`src/rtl/wvn_pkg.sv`:
```
package wvn_pkg;

   localparam int MAXCH    = 8;
   localparam int WEIGHT_W = 17;
   localparam int VERTEX_W = 20;
   localparam int KEPT_W   = 3;
   localparam int SUM_W    = 20;                // eight 17-bit weights
   localparam int QUO_W    = WEIGHT_W;          // rescaled weight never exceeds 1.0
   localparam int PROD_W   = 2 * WEIGHT_W + 1;  // w * num + den / 2
   localparam int REM_W    = SUM_W;
   localparam int QUEUE_DEPTH = 2;

   typedef logic [WEIGHT_W-1:0] weight_type;
   typedef weight_type [MAXCH-1:0] weight_vec_type;
   typedef logic [VERTEX_W-1:0] vertex_type;
   typedef logic [SUM_W-1:0] sum_type;

   localparam weight_type ONE_Q16 = weight_type'(65536);

   typedef enum logic [1:0] {
      OUTCOME_ZERO    = 2'd0,
      OUTCOME_KEEP    = 2'd1,
      OUTCOME_RESCALE = 2'd2
   } outcome_type;

   // one classified item on its way from the front to the back
   typedef struct packed {
      vertex_type          vertex;
      weight_vec_type      weights;
      outcome_type         outcome;
      logic [KEPT_W-1:0]   kept;
      logic                has_kept;
      logic                drop;
      weight_type          w0_alt;   // new transparency for keep and rescale
      weight_type          num;
      sum_type             den;
   } job_type;

endpackage

```
`src/rtl/wvn_req_if.sv`:
```
interface wvn_req_if;
   logic                 valid;
   logic                 ready;
   wvn_pkg::vertex_type  vertex_index;
   wvn_pkg::weight_type  weight_0;
   wvn_pkg::weight_type  weight_1;
   wvn_pkg::weight_type  weight_2;
   wvn_pkg::weight_type  weight_3;
   wvn_pkg::weight_type  weight_4;
   wvn_pkg::weight_type  weight_5;
   wvn_pkg::weight_type  weight_6;
   wvn_pkg::weight_type  weight_7;
   logic [2:0]           kept_channel;
   wvn_pkg::weight_type  upscale_floor;
   logic                 drop_transparency;

   modport source (output valid, vertex_index, weight_0, weight_1, weight_2, weight_3,
                   weight_4, weight_5, weight_6, weight_7, kept_channel, upscale_floor,
                   drop_transparency, input ready);
   modport sink   (input valid, vertex_index, weight_0, weight_1, weight_2, weight_3,
                   weight_4, weight_5, weight_6, weight_7, kept_channel, upscale_floor,
                   drop_transparency, output ready);
endinterface

```
`src/rtl/wvn_front.sv`:
```
module wvn_front #(
   parameter int CHANNELS        = 8,
   parameter int CLOSE_TOLERANCE = 1
) (
   input  logic              clock,
   input  logic              reset,
   wvn_req_if.sink           req_bus,
   output logic              job_valid,
   output wvn_pkg::job_type  job,
   input  logic              job_ready
);
   import wvn_pkg::*;

   logic              f_valid_ff, f_valid_in;
   vertex_type        vertex_ff;
   weight_vec_type    w_ff, w_in, w_raw;
   logic [KEPT_W-1:0] kept_ff;
   logic              has_kept_ff, has_kept_in;
   weight_type        floor_ff;
   logic              drop_ff;
   sum_type           sum_ff, sum_in;
   weight_type        keptw_ff, keptw_in;
   logic              advance;

   sum_type           diff;
   weight_type        sum_cl, floor_cl, target;

   assign advance       = !f_valid_ff || job_ready;
   assign req_bus.ready = advance;
   assign f_valid_in    = advance ? req_bus.valid : f_valid_ff;

   assign w_raw = {req_bus.weight_7, req_bus.weight_6, req_bus.weight_5, req_bus.weight_4,
                   req_bus.weight_3, req_bus.weight_2, req_bus.weight_1, req_bus.weight_0};

   always_comb begin
      for (int i = 0; i < MAXCH; i++) begin
         w_in[i] = (i < CHANNELS) ? w_raw[i] : '0;
      end
      has_kept_in = (req_bus.kept_channel != '0) && (int'(req_bus.kept_channel) < CHANNELS);
      keptw_in    = has_kept_in ? w_in[req_bus.kept_channel] : '0;
      sum_in      = '0;
      for (int i = 0; i < MAXCH; i++) begin
         if (i != 0 || !req_bus.drop_transparency) begin
            sum_in = sum_in + SUM_W'(w_in[i]);
         end
      end
   end

   always_ff @(posedge clock) begin
      if (reset) begin
         f_valid_ff <= 1'b0;
      end else begin
         f_valid_ff <= f_valid_in;
      end
   end

   always_ff @(posedge clock) begin
      if (advance) begin
         vertex_ff   <= req_bus.vertex_index;
         w_ff        <= w_in;
         kept_ff     <= req_bus.kept_channel;
         has_kept_ff <= has_kept_in;
         floor_ff    <= req_bus.upscale_floor;
         drop_ff     <= req_bus.drop_transparency;
         sum_ff      <= sum_in;
         keptw_ff    <= keptw_in;
      end
   end

   // classify; the kept weight is part of the sum, so sum >= kept weight
   always_comb begin
      diff     = sum_ff - SUM_W'(keptw_ff);
      sum_cl   = (sum_ff >= SUM_W'(ONE_Q16)) ? ONE_Q16 : WEIGHT_W'(sum_ff);
      floor_cl = (floor_ff > ONE_Q16) ? ONE_Q16 : floor_ff;
      target   = (floor_cl > sum_cl) ? floor_cl : sum_cl;

      job.vertex   = vertex_ff;
      job.weights  = w_ff;
      job.kept     = kept_ff;
      job.has_kept = has_kept_ff;
      job.drop     = drop_ff;
      job.num      = (target > keptw_ff) ? target - keptw_ff : '0;
      job.den      = diff;
      if (sum_ff == '0) begin
         job.outcome = OUTCOME_ZERO;
         job.w0_alt  = w_ff[0];
      end else if (diff <= SUM_W'(CLOSE_TOLERANCE)) begin
         job.outcome = OUTCOME_KEEP;
         if (drop_ff) begin
            job.w0_alt = (keptw_ff >= ONE_Q16) ? '0 : ONE_Q16 - keptw_ff;
         end else begin
            job.w0_alt = '0;
         end
      end else begin
         job.outcome = OUTCOME_RESCALE;
         job.w0_alt  = ONE_Q16 - target;
      end
   end

   assign job_valid = f_valid_ff;

endmodule

```
`src/flat_wrapper.sv`:
```
// flat-port wrapper written by rule: the top's interface ports become plain ports
module wvn_front_flat import wvn_pkg::*;
#(
   parameter int CHANNELS        = 8,
   parameter int CLOSE_TOLERANCE = 1
)
  (clock, reset, job_valid, job, job_ready, req_bus_valid, req_bus_vertex_index, req_bus_weight_0, req_bus_weight_1, req_bus_weight_2, req_bus_weight_3, req_bus_weight_4, req_bus_weight_5, req_bus_weight_6, req_bus_weight_7, req_bus_kept_channel, req_bus_upscale_floor, req_bus_drop_transparency, req_bus_ready);
  wvn_req_if req_bus_i ();
  input  logic clock;
  input  logic reset;
  output logic job_valid;
  output wvn_pkg::job_type job;
  input  logic job_ready;
  input wire logic [$bits(req_bus_i.valid)-1:0] req_bus_valid;
  input wire logic [$bits(req_bus_i.vertex_index)-1:0] req_bus_vertex_index;
  input wire logic [$bits(req_bus_i.weight_0)-1:0] req_bus_weight_0;
  input wire logic [$bits(req_bus_i.weight_1)-1:0] req_bus_weight_1;
  input wire logic [$bits(req_bus_i.weight_2)-1:0] req_bus_weight_2;
  input wire logic [$bits(req_bus_i.weight_3)-1:0] req_bus_weight_3;
  input wire logic [$bits(req_bus_i.weight_4)-1:0] req_bus_weight_4;
  input wire logic [$bits(req_bus_i.weight_5)-1:0] req_bus_weight_5;
  input wire logic [$bits(req_bus_i.weight_6)-1:0] req_bus_weight_6;
  input wire logic [$bits(req_bus_i.weight_7)-1:0] req_bus_weight_7;
  input wire logic [$bits(req_bus_i.kept_channel)-1:0] req_bus_kept_channel;
  input wire logic [$bits(req_bus_i.upscale_floor)-1:0] req_bus_upscale_floor;
  input wire logic [$bits(req_bus_i.drop_transparency)-1:0] req_bus_drop_transparency;
  output wire logic [$bits(req_bus_i.ready)-1:0] req_bus_ready;
  assign req_bus_i.valid = req_bus_valid;
  assign req_bus_i.vertex_index = req_bus_vertex_index;
  assign req_bus_i.weight_0 = req_bus_weight_0;
  assign req_bus_i.weight_1 = req_bus_weight_1;
  assign req_bus_i.weight_2 = req_bus_weight_2;
  assign req_bus_i.weight_3 = req_bus_weight_3;
  assign req_bus_i.weight_4 = req_bus_weight_4;
  assign req_bus_i.weight_5 = req_bus_weight_5;
  assign req_bus_i.weight_6 = req_bus_weight_6;
  assign req_bus_i.weight_7 = req_bus_weight_7;
  assign req_bus_i.kept_channel = req_bus_kept_channel;
  assign req_bus_i.upscale_floor = req_bus_upscale_floor;
  assign req_bus_i.drop_transparency = req_bus_drop_transparency;
  assign req_bus_ready = req_bus_i.ready;
  wvn_front #(.CHANNELS(CHANNELS), .CLOSE_TOLERANCE(CLOSE_TOLERANCE)) u_core (.clock(clock), .reset(reset), .req_bus(req_bus_i), .job_valid(job_valid), .job(job), .job_ready(job_ready));
endmodule
```
`config.mk`:
```
export PLATFORM = sky130hd
export DESIGN_NAME = wvn_front_flat
export DESIGN_NICKNAME = d
export VERILOG_FILES = /design/src/rtl/wvn_pkg.sv /design/src/rtl/wvn_req_if.sv /design/src/rtl/wvn_front.sv /design/src/flat_wrapper.sv
export SDC_FILE = /design/constraint.sdc
export NUM_CORES = 1
export LEC_CHECK = 0
export BUFFER_PORTS_ARGS = -buffer_cell sky130_fd_sc_hd__buf_2
export CAP_MARGIN = 20
export CORE_MARGIN = 2
export CORE_UTILIZATION = 54
export DETAILED_ROUTE_END_ITERATION = 8
export HOLD_SLACK_MARGIN = 0.05
export PLACE_DENSITY = 0.82
export SLEW_MARGIN = 0
export SYNTH_ARGS = -nofsm -noshare
export SYNTH_HDL_FRONTEND = slang
export SYNTH_SLANG_ARGS = --single-unit
export TNS_END_PERCENT = 5
```
`constraint.sdc`:
```
create_clock -name clock -period 8.25 [get_ports clock]
set_input_delay 0.4125 -clock clock [delete_from_list [all_inputs] [get_ports clock]]
set_output_delay 0.4125 -clock clock [all_outputs]
set_load 0.1 [all_outputs]
```
==> impl_results.md <==
- Outcome: completed
- Top delay family on crit path: compound AO/OA/AOI/OAI gates
- Synth warn: 0
- First-pass GRT wire length: between 70000 and 80000 um
- Clock transition at path regs: 0.06 ns
- Startpoint Class: flop
- Synth Area in Simple Gates: roughly 12%
- Port Buf Inserts: 399
- Final setup vio count: 0
- Antenna violations before repair: 5
- Total Routing Usage GR: about a third
- Synth Area per Inst: 11.5 um^2
- Clock Skew: 0.0261 ns
- Mapped Area: 14700 um^2
- WP buf/inv: 2
- CP Data Required Time: 7.84 ns
- Total gr overflow: 0
- Synth Flop Type: edfxtp_1
- Synthesized instance count: 1273
- # DRC: 0
- CTS tree: done
- Slew headroom: 33.8%
- Die width: 169 um
- DR WL/cell: approximately 23 um
- Complex-gate fraction of the synthesized area: about a tenth
- Least-Margin Pin Slew: 0.992 ns
- Post-synth EDFFs: 215
- Post-synthesis register bit count: around 220
- Placer Congestion: 0.996
- Htree depth: 1
- Cell mode on critical path: o21ai_0
- Crit path largest cell delay: 0.69 ns
- Num CTS Buffers: 24
- # IOs: 400
- Fillers: 2034
- Clock latency on the worst-skew pair: about 0.55 ns
- HP Class: in -> reg
- CP arrival: 6.79 ns
- Root Driver: clkbuf_16
- Post CTS Setup Buffer Count: 0
- Final Hold Viols: 0
- Multiplexer share of the synthesized area: 4.06%
- Die area: 28500 um^2
- XOR/XNOR share of the synthesized area: ~3.7%
- Commonest cells after routing, fill and taps aside: 399 x buf_2, 215 x edfxtp_1, 154 x inv_1
- Total Nets Final: slightly above 2000
- Register Area: around 6500 um^2
- Mapped Nets: 1631
- Max cap viols: 0
- Post-synthesis sequential area ratio: 44.2%
- Synth cell types: 71
- Initial DRC count: 1124
- Antenna-violating nets left: 0
- TNS Setup: 0 ns
- Most common cell after layout, fill and taps aside: buf_2
- Cell Chain, Critical Path: nor4_1 > nand3b_1 > o21ai_0 > and2_1 > ha_1 > a21oi_1 > o21ai_0 > a2111oi_0 > o21ai_1 > nand2_1 > buf_4 > nand3_1 > o21ai_0 > ha_1 > o21ai_0 > nand2b_1 > a21o_1 > a21o_1 > a31oi_1 > o21ai_0 > a2111oi_0 > a41oi_1 > a21oi_1 > buf_2
- Synth-to-Final Area Change: 22.8%
- Slew Limit Fails: 0
- CP max stage cell: nor4_1
- Layout cells sized above 1: 28.4%
- Multi-input gate area: 7430 um^2
- Asr flop ratio synth: 0%
- Core Rows: 60
- DR vias: 12000
- Crit Path Category: reg -> out
- Post-route minimum period: between 7 and 8 ns
- Clk buf depth: 3
- Largest family of logic cells by synthesized area: adder cells
- DR pass1 iterations: 5
- Vias in the first global route: 12300
- CTS sink count: 216
- Post-Route WL: 46700 um
- CORE AREA: 26800 um^2
- Initial Utilization: 54.7%
- Highest Clock Rate: 139 MHz
- Largest net degree at the start of global routing: 88
- Post-route clock period utilization: 87.3%
- Setup crit end kind: output port
- Unrepaired setup endpoints after global routing: no
- HPWL Detailed: 36300 um
- Vias per cell: 5.82
- Adder-Cell Fraction of Synth Area: 20.4%
- Worst-path fanout max: 16
- Vert. Die Dim: around 170 um
-- cell families after synthesis --
group,count (synthesis)
adders and majority gates,177
AOI/OAI and AO/OA,227
muxes,38
DFF,216
xor gates and xnor gates,62
buffers and inverters,193
and+or+nand+nor,360
-- synth_stat cells (3+ instances only) --
master     number  share of area [%]
nand4_1         8               0.34
fa_1          103                 14
nand2b_1        7               0.30
nor2_1        111                2.8
nand3b_1        3               0.15
edfxtp_1      215                 44
o31ai_1         6               0.31
o2111a_1        3               0.23
nor3b_1         3               0.15
o21ai_0        50                1.7
xor2_1         15               0.90
nand3_1        37                1.3
o21bai_1        3               0.15
nor4_1          9               0.38
mux4_2         17                2.6
or2_2           6               0.26
a21boi_0        6               0.31
a21o_1         23                1.2
o21ai_1         3               0.10
a221oi_1       19                1.1
a21oi_1        47                1.6
nor3_1         22               0.75
a31oi_1        12               0.51
o21a_1         11               0.56
a2111oi_0       3               0.18
xnor2_1        47                2.8
a31o_2          7               0.42
and2_1          7               0.30
nor2b_1        38                1.6
nand2_1        78                2.0
a211oi_1        5               0.26
inv_1         154                3.9
clkbuf_1       33               0.85
ha_1           74                6.3
o211ai_1        5               0.26
a221o_1         4               0.27
mux2i_1        19                1.3
and3_1          9               0.38
or4_1           3               0.15
or3_1           7               0.30
-- state kept, by name (all words and copies together) (netlist names) --
name,flops
u_core.drop_ff,1
u_core.floor_ff,17
u_core.has_kept_ff,1
u_core.job,136
u_core.job_valid,1
u_core.kept_ff,3
u_core.keptw_ff,17
u_core.sum_ff,20
u_core.vertex_ff,20
-- path summary, 6_finish.rpt --
kind,cells past startpoint,slack (ns),from,to
max reg2reg,2,6.02,u_core.job_valid,u_core.job[146]
min reg2reg,1,1.26,u_core.job_valid,u_core.job[105]
max,24,1.05,u_core.floor_ff[3],job[34]
min,1,0.06,req_bus_upscale_floor[5],u_core.floor_ff[5]
-- routing by layer --
layer / track usage [%] / part of all wire, %
met5: 0 / 0
met4: 10.7 / 3.3
met3: 5.89 / 8.0
met2: 57.1 / 51
met1: 41.7 / 38
-- metrics by stage --
stage,area [um^2],util (%),std cells,setup WS (ns),hold slack (ns)
floorplan,14700,-,1273,0.741,0.482
global placement,17000,63.5,1987,1.93,0.578
detailed placement,17000,63.5,1987,1.67,0.583
CTS,18000,67.0,2050,1.13,0.0516
global route,18000,67.1,2053,0.467,0.0531
finish,18000,67.1,2056,1.05,0.0559
-- what timing repair did --
action                                 CTS  global route
hold buffers                            22             0
endpoints found under the hold margin   22             0
gates resized for setup                  0             0
-- area by class of cell --
class | instances | area share [%]
Multi-Input combinational cell | 864 | 41.3
Clock inverter | 9 | 0.417
Sequential cell | 216 | 36.0
Tap cell | 341 | 2.37
Timing Repair Buffer | 435 | 13.0
Clock buffer | 32 | 3.62
Antenna cell | 5 | 0.0695
Inverter | 154 | 3.21
Power is left out: the tool's default activity adds up to more than one toggle a clock period on the data nets, which glitch-free logic cannot reach.
