===== config.mk =====
export PLATFORM = sky130hd
export DESIGN_NAME = wvn_fifo
export DESIGN_NICKNAME = d
export VERILOG_FILES = /design/src/rtl/wvn_pkg.sv /design/src/rtl/wvn_fifo.sv
export SDC_FILE = /design/constraint.sdc
export NUM_CORES = 1
export LEC_CHECK = 0
export ABC_AREA = 1
export BUFFER_PORTS_ARGS = -buffer_cell sky130_fd_sc_hd__buf_2
export CAP_MARGIN = 10
export CORE_MARGIN = 2
export CORE_UTILIZATION = 38
export DETAILED_ROUTE_END_ITERATION = 6
export GPL_ROUTABILITY_DRIVEN = 1
export PLACE_DENSITY = 0.67
export REMOVE_ABC_BUFFERS = 1
export SLEW_MARGIN = 15
export SYNTH_ARGS = -nofsm -noshare
export SYNTH_HDL_FRONTEND = slang
export SYNTH_SLANG_ARGS = --single-unit

===== constraint.sdc =====
create_clock -name clock -period 15.6 [get_ports clock]
set_input_delay 3.12 -clock clock [delete_from_list [all_inputs] [get_ports clock]]
set_output_delay 3.12 -clock clock [all_outputs]
set_load 0.01 [all_outputs]

===== src/rtl/wvn_pkg.sv =====
package wvn_pkg;

   localparam int MAXCH    = 8;
   localparam int WEIGHT_W = 17;
   localparam int VERTEX_W = 20;
   localparam int KEPT_W   = 3;
   localparam int SUM_W    = 20;                // eight 17-bit weights
   localparam int QUO_W    = WEIGHT_W;          // rescaled weight never exceeds 1.0
   localparam int PROD_W   = 2 * WEIGHT_W + 1;  // w * num + den / 2
   localparam int REM_W    = SUM_W;
   localparam int QUEUE_DEPTH = 2;

   typedef logic [WEIGHT_W-1:0] weight_type;
   typedef weight_type [MAXCH-1:0] weight_vec_type;
   typedef logic [VERTEX_W-1:0] vertex_type;
   typedef logic [SUM_W-1:0] sum_type;

   localparam weight_type ONE_Q16 = weight_type'(65536);

   typedef enum logic [1:0] {
      OUTCOME_ZERO    = 2'd0,
      OUTCOME_KEEP    = 2'd1,
      OUTCOME_RESCALE = 2'd2
   } outcome_type;

   // one classified item on its way from the front to the back
   typedef struct packed {
      vertex_type          vertex;
      weight_vec_type      weights;
      outcome_type         outcome;
      logic [KEPT_W-1:0]   kept;
      logic                has_kept;
      logic                drop;
      weight_type          w0_alt;   // new transparency for keep and rescale
      weight_type          num;
      sum_type             den;
   } job_type;

endpackage


===== src/rtl/wvn_fifo.sv =====
module wvn_fifo (
   input  logic              clock,
   input  logic              reset,
   input  logic              push_valid,
   output logic              push_ready,
   input  wvn_pkg::job_type  push_data,
   output logic              pop_valid,
   input  logic              pop_ready,
   output wvn_pkg::job_type  pop_data
);
   import wvn_pkg::*;

   localparam int PTR_W = $clog2(QUEUE_DEPTH);

   job_type              mem_ff [QUEUE_DEPTH];
   logic [PTR_W-1:0]     wr_ptr_ff, wr_ptr_in, rd_ptr_ff, rd_ptr_in;
   logic [PTR_W:0]       count_ff, count_in;
   logic                 push, pop;

   assign push_ready = (count_ff != (PTR_W+1)'(QUEUE_DEPTH));
   assign pop_valid  = (count_ff != '0);
   assign push       = push_valid && push_ready;
   assign pop        = pop_valid && pop_ready;
   assign pop_data   = mem_ff[rd_ptr_ff];

   always_comb begin
      wr_ptr_in = push ? ((wr_ptr_ff == PTR_W'(QUEUE_DEPTH-1)) ? '0 : wr_ptr_ff + 1'b1)
                       : wr_ptr_ff;
      rd_ptr_in = pop  ? ((rd_ptr_ff == PTR_W'(QUEUE_DEPTH-1)) ? '0 : rd_ptr_ff + 1'b1)
                       : rd_ptr_ff;
      count_in  = count_ff + (PTR_W+1)'(push) - (PTR_W+1)'(pop);
   end

   always_ff @(posedge clock) begin
      if (reset) begin
         wr_ptr_ff <= '0;
         rd_ptr_ff <= '0;
         count_ff  <= '0;
      end else begin
         wr_ptr_ff <= wr_ptr_in;
         rd_ptr_ff <= rd_ptr_in;
         count_ff  <= count_in;
      end
   end

   always_ff @(posedge clock) begin
      if (push) begin
         mem_ff[wr_ptr_ff] <= push_data;
      end
   end

endmodule


==> results of run 1 <==
-- worst min-delay path by stage --
| stage | end | slack, ns |
|---|---|---|
| 2_1_floorplan | flop | 0.47 |
| 3_3_place_gp | rd_ptr_ff | 0.48 |
| 3_5_place_dp | flop | 0.51 |
| 4_1_cts | flop | 0.52 |
| 5_1_grt | flop | 0.57 |
| 6_report | flop | 0.51 |
-- layout by cell type, fill, tap and decap left out --
cell	instances
buf_2	439
edfxtp_1	434
mux2_4	130
mux2_2	87
clkbuf_16	47
clkinv_2	12
clkbuf_1	12
inv_1	8
nand2_1	8
buf_4	8
nor2_1	7
diode_2	6
clkinv_1	4
dfxtp_1	4
clkinvlp_4	3
clkbuf_8	3
nor2_4	2
a21oi_1	2
xnor2_1	1
nor3_1	1
nand3_1	1
ha_1	1
dfxtp_4	1
inv_6	1
bufinv_16	1
buf_12	1
-- worst min-delay path: cells and delay by family (launching register included) --
family / cells / cell delay (ns)
flops: 1 / 0.34
simple gates: 2 / 0.14
-- kinds of logic (layout without fill, tap and decap cells) --
logic type,count (synthesis),count (layout),synth area share
DFF,439,439,0.800
adders and majority gates,1,1,0.000762
AOI/OAI and AO/OA,2,2,0.000610
muxes,217,217,0.179
and+or+nand+nor,19,19,0.00450
buffers and inverters,32,539,0.0152
xor gates and xnor gates,1,1,0.000534
other,0,6,0
-- metrics by stage --
step	utilization	cell area, sq um	hold slack, ns
6_report	0.481	20600	0.512
5_1_grt	0.481	20600	0.570
4_1_cts	0.481	20600	0.524
3_5_place_dp	0.448	19200	0.510
3_3_place_gp	0.448	19200	0.481
2_1_floorplan	-	16200	0.467
-- power by group --
| part | leakage [nW] | internal [mW] | switching (mW) |
|---|---|---|---|
| Combinational | 3.11 | 0.385 | 0.412 |
| Clock | 0.687 | 0.584 | 0.429 |
| Sequential | 4.10 | 1.50 | 0.0557 |
| Total | 7.89 | 2.47 | 0.896 |
-- per-layer routing --
| layer | share of wire | vias to the layer above | routed length, um |
|---|---|---|---|
| li1 | - | 3772 | - |
| met1 | 0.39 | 4063 | 13100 |
| met2 | 0.50 | 308 | 16600 |
| met3 | 0.083 | 53 | 2780 |
| met4 | 0.027 | 6 | 897 |
| met5 | 0.0013 | - | 44 |
-- state kept, by name (all words and copies together), names as in the netlist, named ones only --
signal	cells
mem_ff	434
count_ff	2
rd_ptr_ff	1
wr_ptr_ff	1
-- cell type report --
type / count / area share
Tap cell: 585 / 0.0355
Antenna cell: 6 / 0.000727
Sequential cell: 439 / 0.636
Timing Repair Buffer: 448 / 0.110
Clock inverter: 21 / 0.00661
Clock buffer: 62 / 0.0612
Inverter: 8 / 0.00145
Multi-Input combinational cell: 240 / 0.148
==> key figures, run 1 <==
Power and ir drop
  • Pwr dens: 163 nW/um^2
  • Peak supply drop: 96.9 uV
  • Power, Total: 3.36 mW
  • LEAKAGE: 7.89 nW

Synthesis
  • Synth cell types: 14
  • Post-synth EDFFs: 434
  • Register area share after synthesis: 0.800
  • Post-synth top area share: 0.794
  • #FFs+latches synth: 439
  • Ys Warns: 0
  • Syn Area/Cell: 23.1 sq um
  • Cells after Synth: 711
  • Top cells by count, synth: edfxtp_1 (434), mux2_4 (130), mux2_2 (87)
  • Post-synth ARST share: 0
  • Most common cell in the synthesized netlist: edfxtp_1
  • Ys flop type: edfxtp_1
  • Most area-consuming cells after synthesis: edfxtp_1 (79%), mux2_4 (12%), mux2_2 (6.0%)
  • Post-Syn Area: 16400 sq um
  • Area leader, netlist: edfxtp_1

CTS
  • Maximum root-to-sink buffer count: 3
  • CTS H-tree depth: 2
  • Clk_lat worst skew: 0.55 ns
  • Worst-path clk slew: 0.06 ns
  • Root buffer cell: clkbuf_16
  • CTS tree: yes
  • Setup Fix Bufs, Post-CTS: 0
  • Clk sinks: 439
  • Hold buffers post-CTS: 0
  • Num CTS Buffers: 45
  • Resized Gates After CTS: 0

Route
  • Via/cell ratio: 4.53
  • DRT Pass-1 Iters: 5
  • Drt first-iter violations: 554
  • Detail Route Antenna Nets: 0
  • Drt wl/cell: 18.5 um
  • Via count: 8202
  • Final WL: 33400 um
  • Residual DRC: 0

Timing
  • Tcrit/Tclk final: 0.438
  • Period minus WS final: 6.83 ns
  • Clock Skew: 0.0120 ns
  • Worst rel slew slack: 0.248
  • RSZ-0062 raised after global routing: no
  • Final setup violation count: 0
  • Worst-Margin Slew: 1.13 ns
  • Setup TNS: 0 ns
  • Achievable Freq: 146 MHz
  • Final Hold Fails: 0
  • Worst setup slack after layout: 8.77 ns
  • Pins Over Slew Limit: 0

GRT
  • Gr busiest metal: met2
  • First-pass GRT wire length: 47900 um
  • Vias in the first global route: 8659
  • GR Util met1: 0.164
  • Initial antenna violation count: 9
  • Met3 Usage GRT: 0.0512
  • GRT Util Overall: 0.142
  • Met2 Resource Use GR: 0.236
  • Remaining Overflow, GRT: 0
  • Largest net degree at the start of global routing: 144

Job
  • Max Cap Viol: 0

Final layout
  • Layout Cells excl Fill: 1809
  • Fin nets: 1404
  • Fillcell total: 3598
  • Syn-to-layout area delta: 25.7%
  • Layout cells sized above 1: 0.603
  • Multi-input logic area: 3050 sq um
  • Reg area: 13100 sq um

Placed design
  • PortBufs: 439
  • Cell count after placement: 1720
  • HPWL Detailed: 22200 um
  • Final GP Congestion: 0.769
  • Post-Place Setup Slack: 9.23 ns

Setup path
  • CP delay by family, top: buffers and inverters
  • Slowest cell delay on critical path: 0.88 ns
  • Crit end category: primary output
  • Slowest cell on crit path: buf_4
  • Critical Path AT: 3.71 ns
  • Crit path max fanout: 60
  • Most common cell on crit path: buf_4
  • Setup CP Type: reg -> out
  • Crit path buf inv count: 3
  • R2R setup slack: 12.60 ns
  • Setup crit start kind: flop
  • Worst R2R Path Depth: 6
  • Worst setup path endpoint: pop_data[56]
  • Worst r2r src: count_ff[0]
  • Worst EP required: 12.48 ns
  • Reg2reg end: mem_ff[1][97]
  • Critical path cell sequence: buf_4, buf_4, mux2_2, buf_2
  • Stages on worst setup path: 4

Floorplan
  • Num rows: 76
  • IO Count: 440
  • Horiz. Die Dim: 212 um
  • Die Y: 212 um
  • Die area: 44900 sq um
  • Initial cell density of the core: 0.383
  • Core ar.: 42900 sq um

Run status
  • Status: finished clean

Min path
  • Hold path start: rd_ptr_ff
  • Hold depth: 2
  • Hold Crit Class: reg -> reg
Note: power is estimated with default switching activity, not from simulation.
==> run 2: changes to the inputs <==
--- a/config.mk
+++ b/config.mk
@@ -12,7 +12,7 @@
 export CORE_UTILIZATION = 38
 export DETAILED_ROUTE_END_ITERATION = 6
 export GPL_ROUTABILITY_DRIVEN = 1
-export PLACE_DENSITY = 0.67
+export PLACE_DENSITY = 0.69
 export REMOVE_ABC_BUFFERS = 1
 export SLEW_MARGIN = 15
 export SYNTH_ARGS = -nofsm -noshare
==> constraint.sdc (replaced) <==
create_clock -name clock -period 5.65 [get_ports clock]
set_input_delay 1.13 -clock clock [delete_from_list [all_inputs] [get_ports clock]]
set_output_delay 1.13 -clock clock [all_outputs]
set_load 0.01 [all_outputs]
==> run 2 against run 1 <==
  * First-iteration DRC count fell by 15%
  * Combinational power rose to 2.7 times the previous value
  * Critical path depth fell by 1
  * Global-route usage fell by 0.51 points
  * Utilization rose by 0.41 points
  * Total power rose to 2.8 times the previous value
  * Hold slack got worse by 0.0071 ns
  * Via count fell by 0.73%
==> key figures, run 2 (synthesis gave the netlist of run 1 again) <==
Setup path
  • Worst EP required: 4.52 ns (was 12.48 ns)
  • Critical Path AT: 2.51 ns (was 3.71 ns)
  • Crit path max fanout: 64 (was 60)
  • Setup crit start kind: flop (unchanged)
  • Setup CP Type: reg -> out (unchanged)
  • Crit end category: primary output (unchanged)

Final layout
  • Layout cells sized above 1: 0.603 (about the same)
  • Util after Layout: 0.485 (was 0.481)
  • Most common cell after layout, fill and taps aside: buf_2 (unchanged)
  • Largest registers: mem_ff (434), count_ff (2) (unchanged)
  • Commonest non-fill, non-tap cells in the layout: buf_2 (439), edfxtp_1 (434), mux2_4 (130), mux2_2 (87), clkbuf_16 (49) (was buf_2 (439), edfxtp_1 (434), mux2_4 (130), mux2_2 (87), clkbuf_16 (47))
  • Syn-to-layout area delta: 26.8% (was 25.7%)
  • Fin nets: 1404 (unchanged)
  • Layout Cells excl Fill: 1808 (was 1809)
  • Max reg flops: 434 (unchanged)
  • Fillcell total: 3568 (was 3598)
  • Biggest register: mem_ff (unchanged)

Route
  • DRT Pass-1 Iters: 4 (was 5)
  • Residual DRC: 0 (unchanged)
  • Detail Route Antenna Nets: 0 (unchanged)
  • Final WL: 32100 um (was 33400 um)
  • Drt wl/cell: 17.7 um (was 18.5 um)
  • Via/cell ratio: 4.50 (was 4.53)
  • Drt first-iter violations: 470 (was 554)
  • Via count: 8142 (was 8202)

CTS
  • Clk_lat worst skew: 0.56 ns (was 0.55 ns)
  • Setup Fix Bufs, Post-CTS: 0 (unchanged)
  • Worst-path clk slew: 0.05 ns (was 0.06 ns)
  • Num CTS Buffers: 46 (was 45)
  • Maximum root-to-sink buffer count: 3 (unchanged)
  • Resized Gates After CTS: 0 (unchanged)
  • CTS tree: yes (unchanged)
  • Hold buffers post-CTS: 0 (unchanged)
  • Root buffer cell: clkbuf_16 (unchanged)
  • Clk sinks: 439 (unchanged)
  • CTS H-tree depth: 2 (unchanged)

Power and ir drop
  • LEAKAGE: 7.96 nW (was 7.89 nW)
  • Peak supply drop: 292 uV (was 96.9 uV)
  • Pwr dens: 454 nW/um^2 (was 163 nW/um^2)

Timing
  • Clock Skew: 0.0131 ns (was 0.0120 ns)
  • Final setup violation count: 0 (unchanged)
  • Worst rel slew slack: 0.464 (was 0.248)
  • RSZ-0062 raised after global routing: no (unchanged)
  • Tcrit/Tclk final: 0.644
  • Achievable Freq: 275 MHz
  • Worst setup slack after layout: 2.01 ns (was 8.77 ns)
  • Worst-Margin Slew: 0.805 ns (was 1.13 ns)
  • Final Hold Fails: 0 (unchanged)
  • Period minus WS final: 3.64 ns
  • Pins Over Slew Limit: 0 (unchanged)

Floorplan
  • Num rows: 76 (unchanged)
  • Die Y: 212 um (unchanged)
  • Initial cell density of the core: 0.383 (unchanged)
  • Horiz. Die Dim: 212 um (unchanged)
  • IO Count: 440 (unchanged)
  • Die area: 44900 sq um (unchanged)
  • Core ar.: 42900 sq um (unchanged)

Placed design
  • PortBufs: 439 (unchanged)
  • Final GP Congestion: 0.739 (was 0.769)
  • Post-Place Setup Slack: 2.55 ns (was 9.23 ns)
  • HPWL Detailed: 21200 um (was 22200 um)
  • Cell count after placement: 1719 (was 1720)

GRT
  • Remaining Overflow, GRT: 0 (unchanged)
  • Largest net degree at the start of global routing: 118 (was 144)
  • Vias in the first global route: 8504 (was 8659)
  • First-pass GRT wire length: 46600 um (was 47900 um)
  • Initial antenna violation count: 7 (was 9)
  • GRT Util Overall: 0.137 (was 0.142)

Job
  • Max Cap Viol: 0 (unchanged)

Run status
  • Status: finished clean (unchanged)

Min path
  • Hold Crit Class: reg -> reg (unchanged)
==> run 2: cell count changes in the layout (fill, tap and decap cells not counted), sizes merged <==
| cell | before | now |
|---|---|---|
| buf | 448 | 447 |
| bufinv | 1 | 4 |
| clkbuf | 62 | 58 |
| clkinv | 16 | 22 |
| clkinvlp | 3 | 1 |
| diode | 6 | 4 |
| inv | 9 | 8 |
==> run 2: path summary, 6_finish.rpt <==
path          startpoint        endpoint  slack, ns  cells past startpoint
max                 flop     pop_data[6]       2.01                      3
min            rd_ptr_ff            flop       0.50                      2
max reg2reg  count_ff[0]  mem_ff[1][186]       3.44                      5
min reg2reg    rd_ptr_ff            flop       0.50                      2
==> run 2: worst max-delay path, cell delays in order, from the launching register on <==
cell and delay [ns]:
dfxtp_4 0.86, buf_12 0.46, mux2_2 0.40, buf_2 0.14
==> run 2: layout make-up <==
class                           count  area, sq um  share of cell area
Tap cell                          585          732              0.0352
Inverter                            8         30.0             0.00144
Clock buffer                       58         1260              0.0605
Clock inverter                     27          250              0.0120
Antenna cell                        4         10.0            0.000481
Multi-Input combinational cell    240         3050               0.147
Sequential cell                   439        13100               0.631
Timing Repair Buffer              447         2340               0.113
==> run 2: through the flow <==
step	power, mW	area (sq um)	hold WS, ns	TNS [ns]
CTS	9.60	20800	0.504	0
finish	9.45	20800	0.505	0
global route	9.87	20800	0.562	0
global placement	6.55	19300	0.479	0
detailed placement	6.59	19300	0.490	0
floorplan	6.20	16200	0.467	-3036.30
==> run 2: power by group <==
part           switching, mW  internal, mW
Sequential             0.150          4.13
Combinational           1.12          1.08
Clock                   1.20          1.77
Total                   2.47          6.97
==> run 2: metal layers <==
layer | vias to the layer above | track usage | share of wire
li1 | 3776 | - | -
met1 | 4011 | 0.154 | 0.38
met2 | 280 | 0.232 | 0.50
met3 | 69 | 0.0504 | 0.084
met4 | 6 | 0.0602 | 0.030
met5 | - | 0 | 0.0012
==> run 3: changes to the inputs <==
==> constraint.sdc (replaced) <==
create_clock -name clock -period 3.3 [get_ports clock]
set_input_delay 0.66 -clock clock [delete_from_list [all_inputs] [get_ports clock]]
set_output_delay 0.66 -clock clock [all_outputs]
set_load 0.01 [all_outputs]
==> run 3 against run 2 <==
  * Flip-flop and latch count did not move
  * Global-route usage rose by 0.72 points
  * Sequential share of layout area barely moved
  * Utilization barely moved
  * Worst setup slack got worse by 1.5 ns
  * Clock power rose by 61%
  * First-iteration DRC count fell by 26%
  * Largest power group unchanged
  * Critical path type unchanged
  * Register-to-register slack got worse by 2.1 ns
  * Clock skew barely moved
  * Sequential power rose by 71%
  * Final cell count rose by 0.28%
==> key figures, run 3 (synthesis gave the netlist of run 1 again) <==
Run status
  • Status: finished clean (unchanged)

Floorplan
  • Die Y: 212 um (unchanged)
  • IO Count: 440 (unchanged)
  • Core ar.: 42900 sq um (unchanged)
  • Horiz. Die Dim: 212 um (unchanged)
  • Die area: 44900 sq um (unchanged)
  • Num rows: 76 (unchanged)
  • Initial cell density of the core: 0.383 (unchanged)

GRT
  • Largest net degree at the start of global routing: 112 (was 118)
  • GRT Util Overall: 0.144 (was 0.137)
  • Remaining Overflow, GRT: 0 (unchanged)
  • Initial antenna violation count: 6 (was 7)
  • Vias in the first global route: 8642 (was 8504)
  • First-pass GRT wire length: 48900 um (was 46600 um)

CTS
  • Clk sinks: 439 (unchanged)
  • Setup Fix Bufs, Post-CTS: 0 (unchanged)
  • Clk_lat worst skew: 0.55 ns (was 0.56 ns)
  • Root buffer cell: clkbuf_16 (unchanged)
  • Hold buffers post-CTS: 0 (unchanged)
  • Maximum root-to-sink buffer count: 3 (unchanged)
  • Worst-path clk slew: 0.06 ns (was 0.05 ns)
  • Resized Gates After CTS: 0 (unchanged)
  • Num CTS Buffers: 45 (was 46)
  • CTS tree: yes (unchanged)
  • CTS H-tree depth: 2 (unchanged)

Setup path
  • Worst r2r src: count_ff[0] (unchanged)
  • Crit path max fanout: 23 (was 64)
  • Critical Path AT: 2.13 ns (was 2.51 ns)
  • Setup crit start kind: flop (unchanged)
  • R2R setup slack: 1.31 ns (was 3.44 ns)
  • Setup CP Type: reg -> out (unchanged)
  • Worst EP required: 2.64 ns (was 4.52 ns)
  • Crit end category: primary output (unchanged)

Route
  • Via/cell ratio: 4.56 (was 4.50)
  • Detail Route Antenna Nets: 0 (unchanged)
  • Via count: 8276 (was 8142)
  • Drt wl/cell: 18.5 um (was 17.7 um)
  • Final WL: 33600 um (was 32100 um)
  • DRT Pass-1 Iters: 4 (unchanged)
  • Drt first-iter violations: 349 (was 470)
  • Residual DRC: 0 (unchanged)

Timing
  • Achievable Freq: 359 MHz
  • Final Hold Fails: 0 (unchanged)
  • Period minus WS final: 2.79 ns
  • Clock Skew: 0.0133 ns (was 0.0131 ns)
  • Tcrit/Tclk final: 0.844
  • RSZ-0062 raised after global routing: no (unchanged)
  • Worst-Margin Slew: 0.809 ns (was 0.805 ns)
  • Pins Over Slew Limit: 0 (unchanged)
  • Final setup violation count: 0 (unchanged)
  • Worst rel slew slack: 0.461 (was 0.464)
  • Hold Worst Slack: 0.295 ns (was 0.505 ns)

Placed design
  • HPWL Detailed: 22800 um (was 21200 um)
  • Final GP Congestion: 0.747 (was 0.739)
  • Cell count after placement: 1731 (was 1719)
  • PortBufs: 439 (unchanged)

Final layout
  • Fin nets: 1415 (was 1404)
  • Layout Cells excl Fill: 1813 (was 1808)
  • Biggest register: mem_ff (unchanged)
  • Syn-to-layout area delta: 26.7% (was 26.8%)
  • Largest registers: mem_ff (434), count_ff (2) (unchanged)
  • Max reg flops: 434 (unchanged)
  • Commonest non-fill, non-tap cells in the layout: buf_2 (439), edfxtp_1 (434), mux2_4 (130), mux2_2 (87), clkbuf_16 (45) (was buf_2 (439), edfxtp_1 (434), mux2_4 (130), mux2_2 (87), clkbuf_16 (49))
  • Layout cells sized above 1: 0.603 (about the same)
  • Util after Layout: 0.485 (about the same)
  • Most common cell after layout, fill and taps aside: buf_2 (unchanged)

Min path
  • Hold Crit Class: in -> reg (was reg -> reg)
  • Hold path start: push_data[8] (was rd_ptr_ff)

Power and ir drop
  • Peak supply drop: 549 uV (was 292 uV)
  • Pwr dens: 769 nW/um^2 (was 454 nW/um^2)
  • Power, Total: 16.0 mW (was 9.45 mW)
  • LEAKAGE: 7.96 nW (about the same)

Job
  • Max Cap Viol: 0 (unchanged)
-- run 3: final cells by class --
class / count / area, sq um
sequential: 439 / 13100
tap: 585 / 732
fill: 3546 / 22100
antenna: 6 / 15.0
inverter: 8 / 30.0
clock inverter: 24 / 218
clock buffer: 52 / 1150
multi-input combinational: 240 / 3050
timing repair buffer: 459 / 2470
-- run 3: critical path, cell delays in order, from the launching register on --
cell and delay [ns]:
dfxtp_4 0.64, buf_4 0.39, mux2_2 0.38, buf_2 0.14
-- run 3: metrics by stage --
stage                     instance area (sq um)  setup slack (ns)  TNS (ns)
after floorplan                           16200             -7.31  -4262.06
after global placement                    19400              1.06         0
after detailed placement                  19400              1.04         0
after CTS                                 20800             0.423         0
after global routing                      20800             0.395         0
final                                     20800             0.515         0
-- run 3: power by group --
part	internal, mW	switching, mW	total [mW]	leakage, nW
Sequential	7.07	0.228	7.30	4.10
Combinational	1.92	2.01	3.93	3.20
Clock	2.79	1.99	4.78	0.661
-- run 3: final timing paths --
path              cells after the start              to
setup / recovery                      3    pop_data[13]
hold / removal                        1    mem_ff[0][8]
hold reg to reg                       2            flop
setup reg to reg                      5  mem_ff[1][128]
-- run 3: metal layers --
| metal | global-route usage | share of wire |
|---|---|---|
| met4 | 0.0529 | 0.028 |
| met2 | 0.247 | 0.51 |
| met5 | 0 | 0.00021 |
| met1 | 0.166 | 0.38 |
| met3 | 0.0510 | 0.083 |
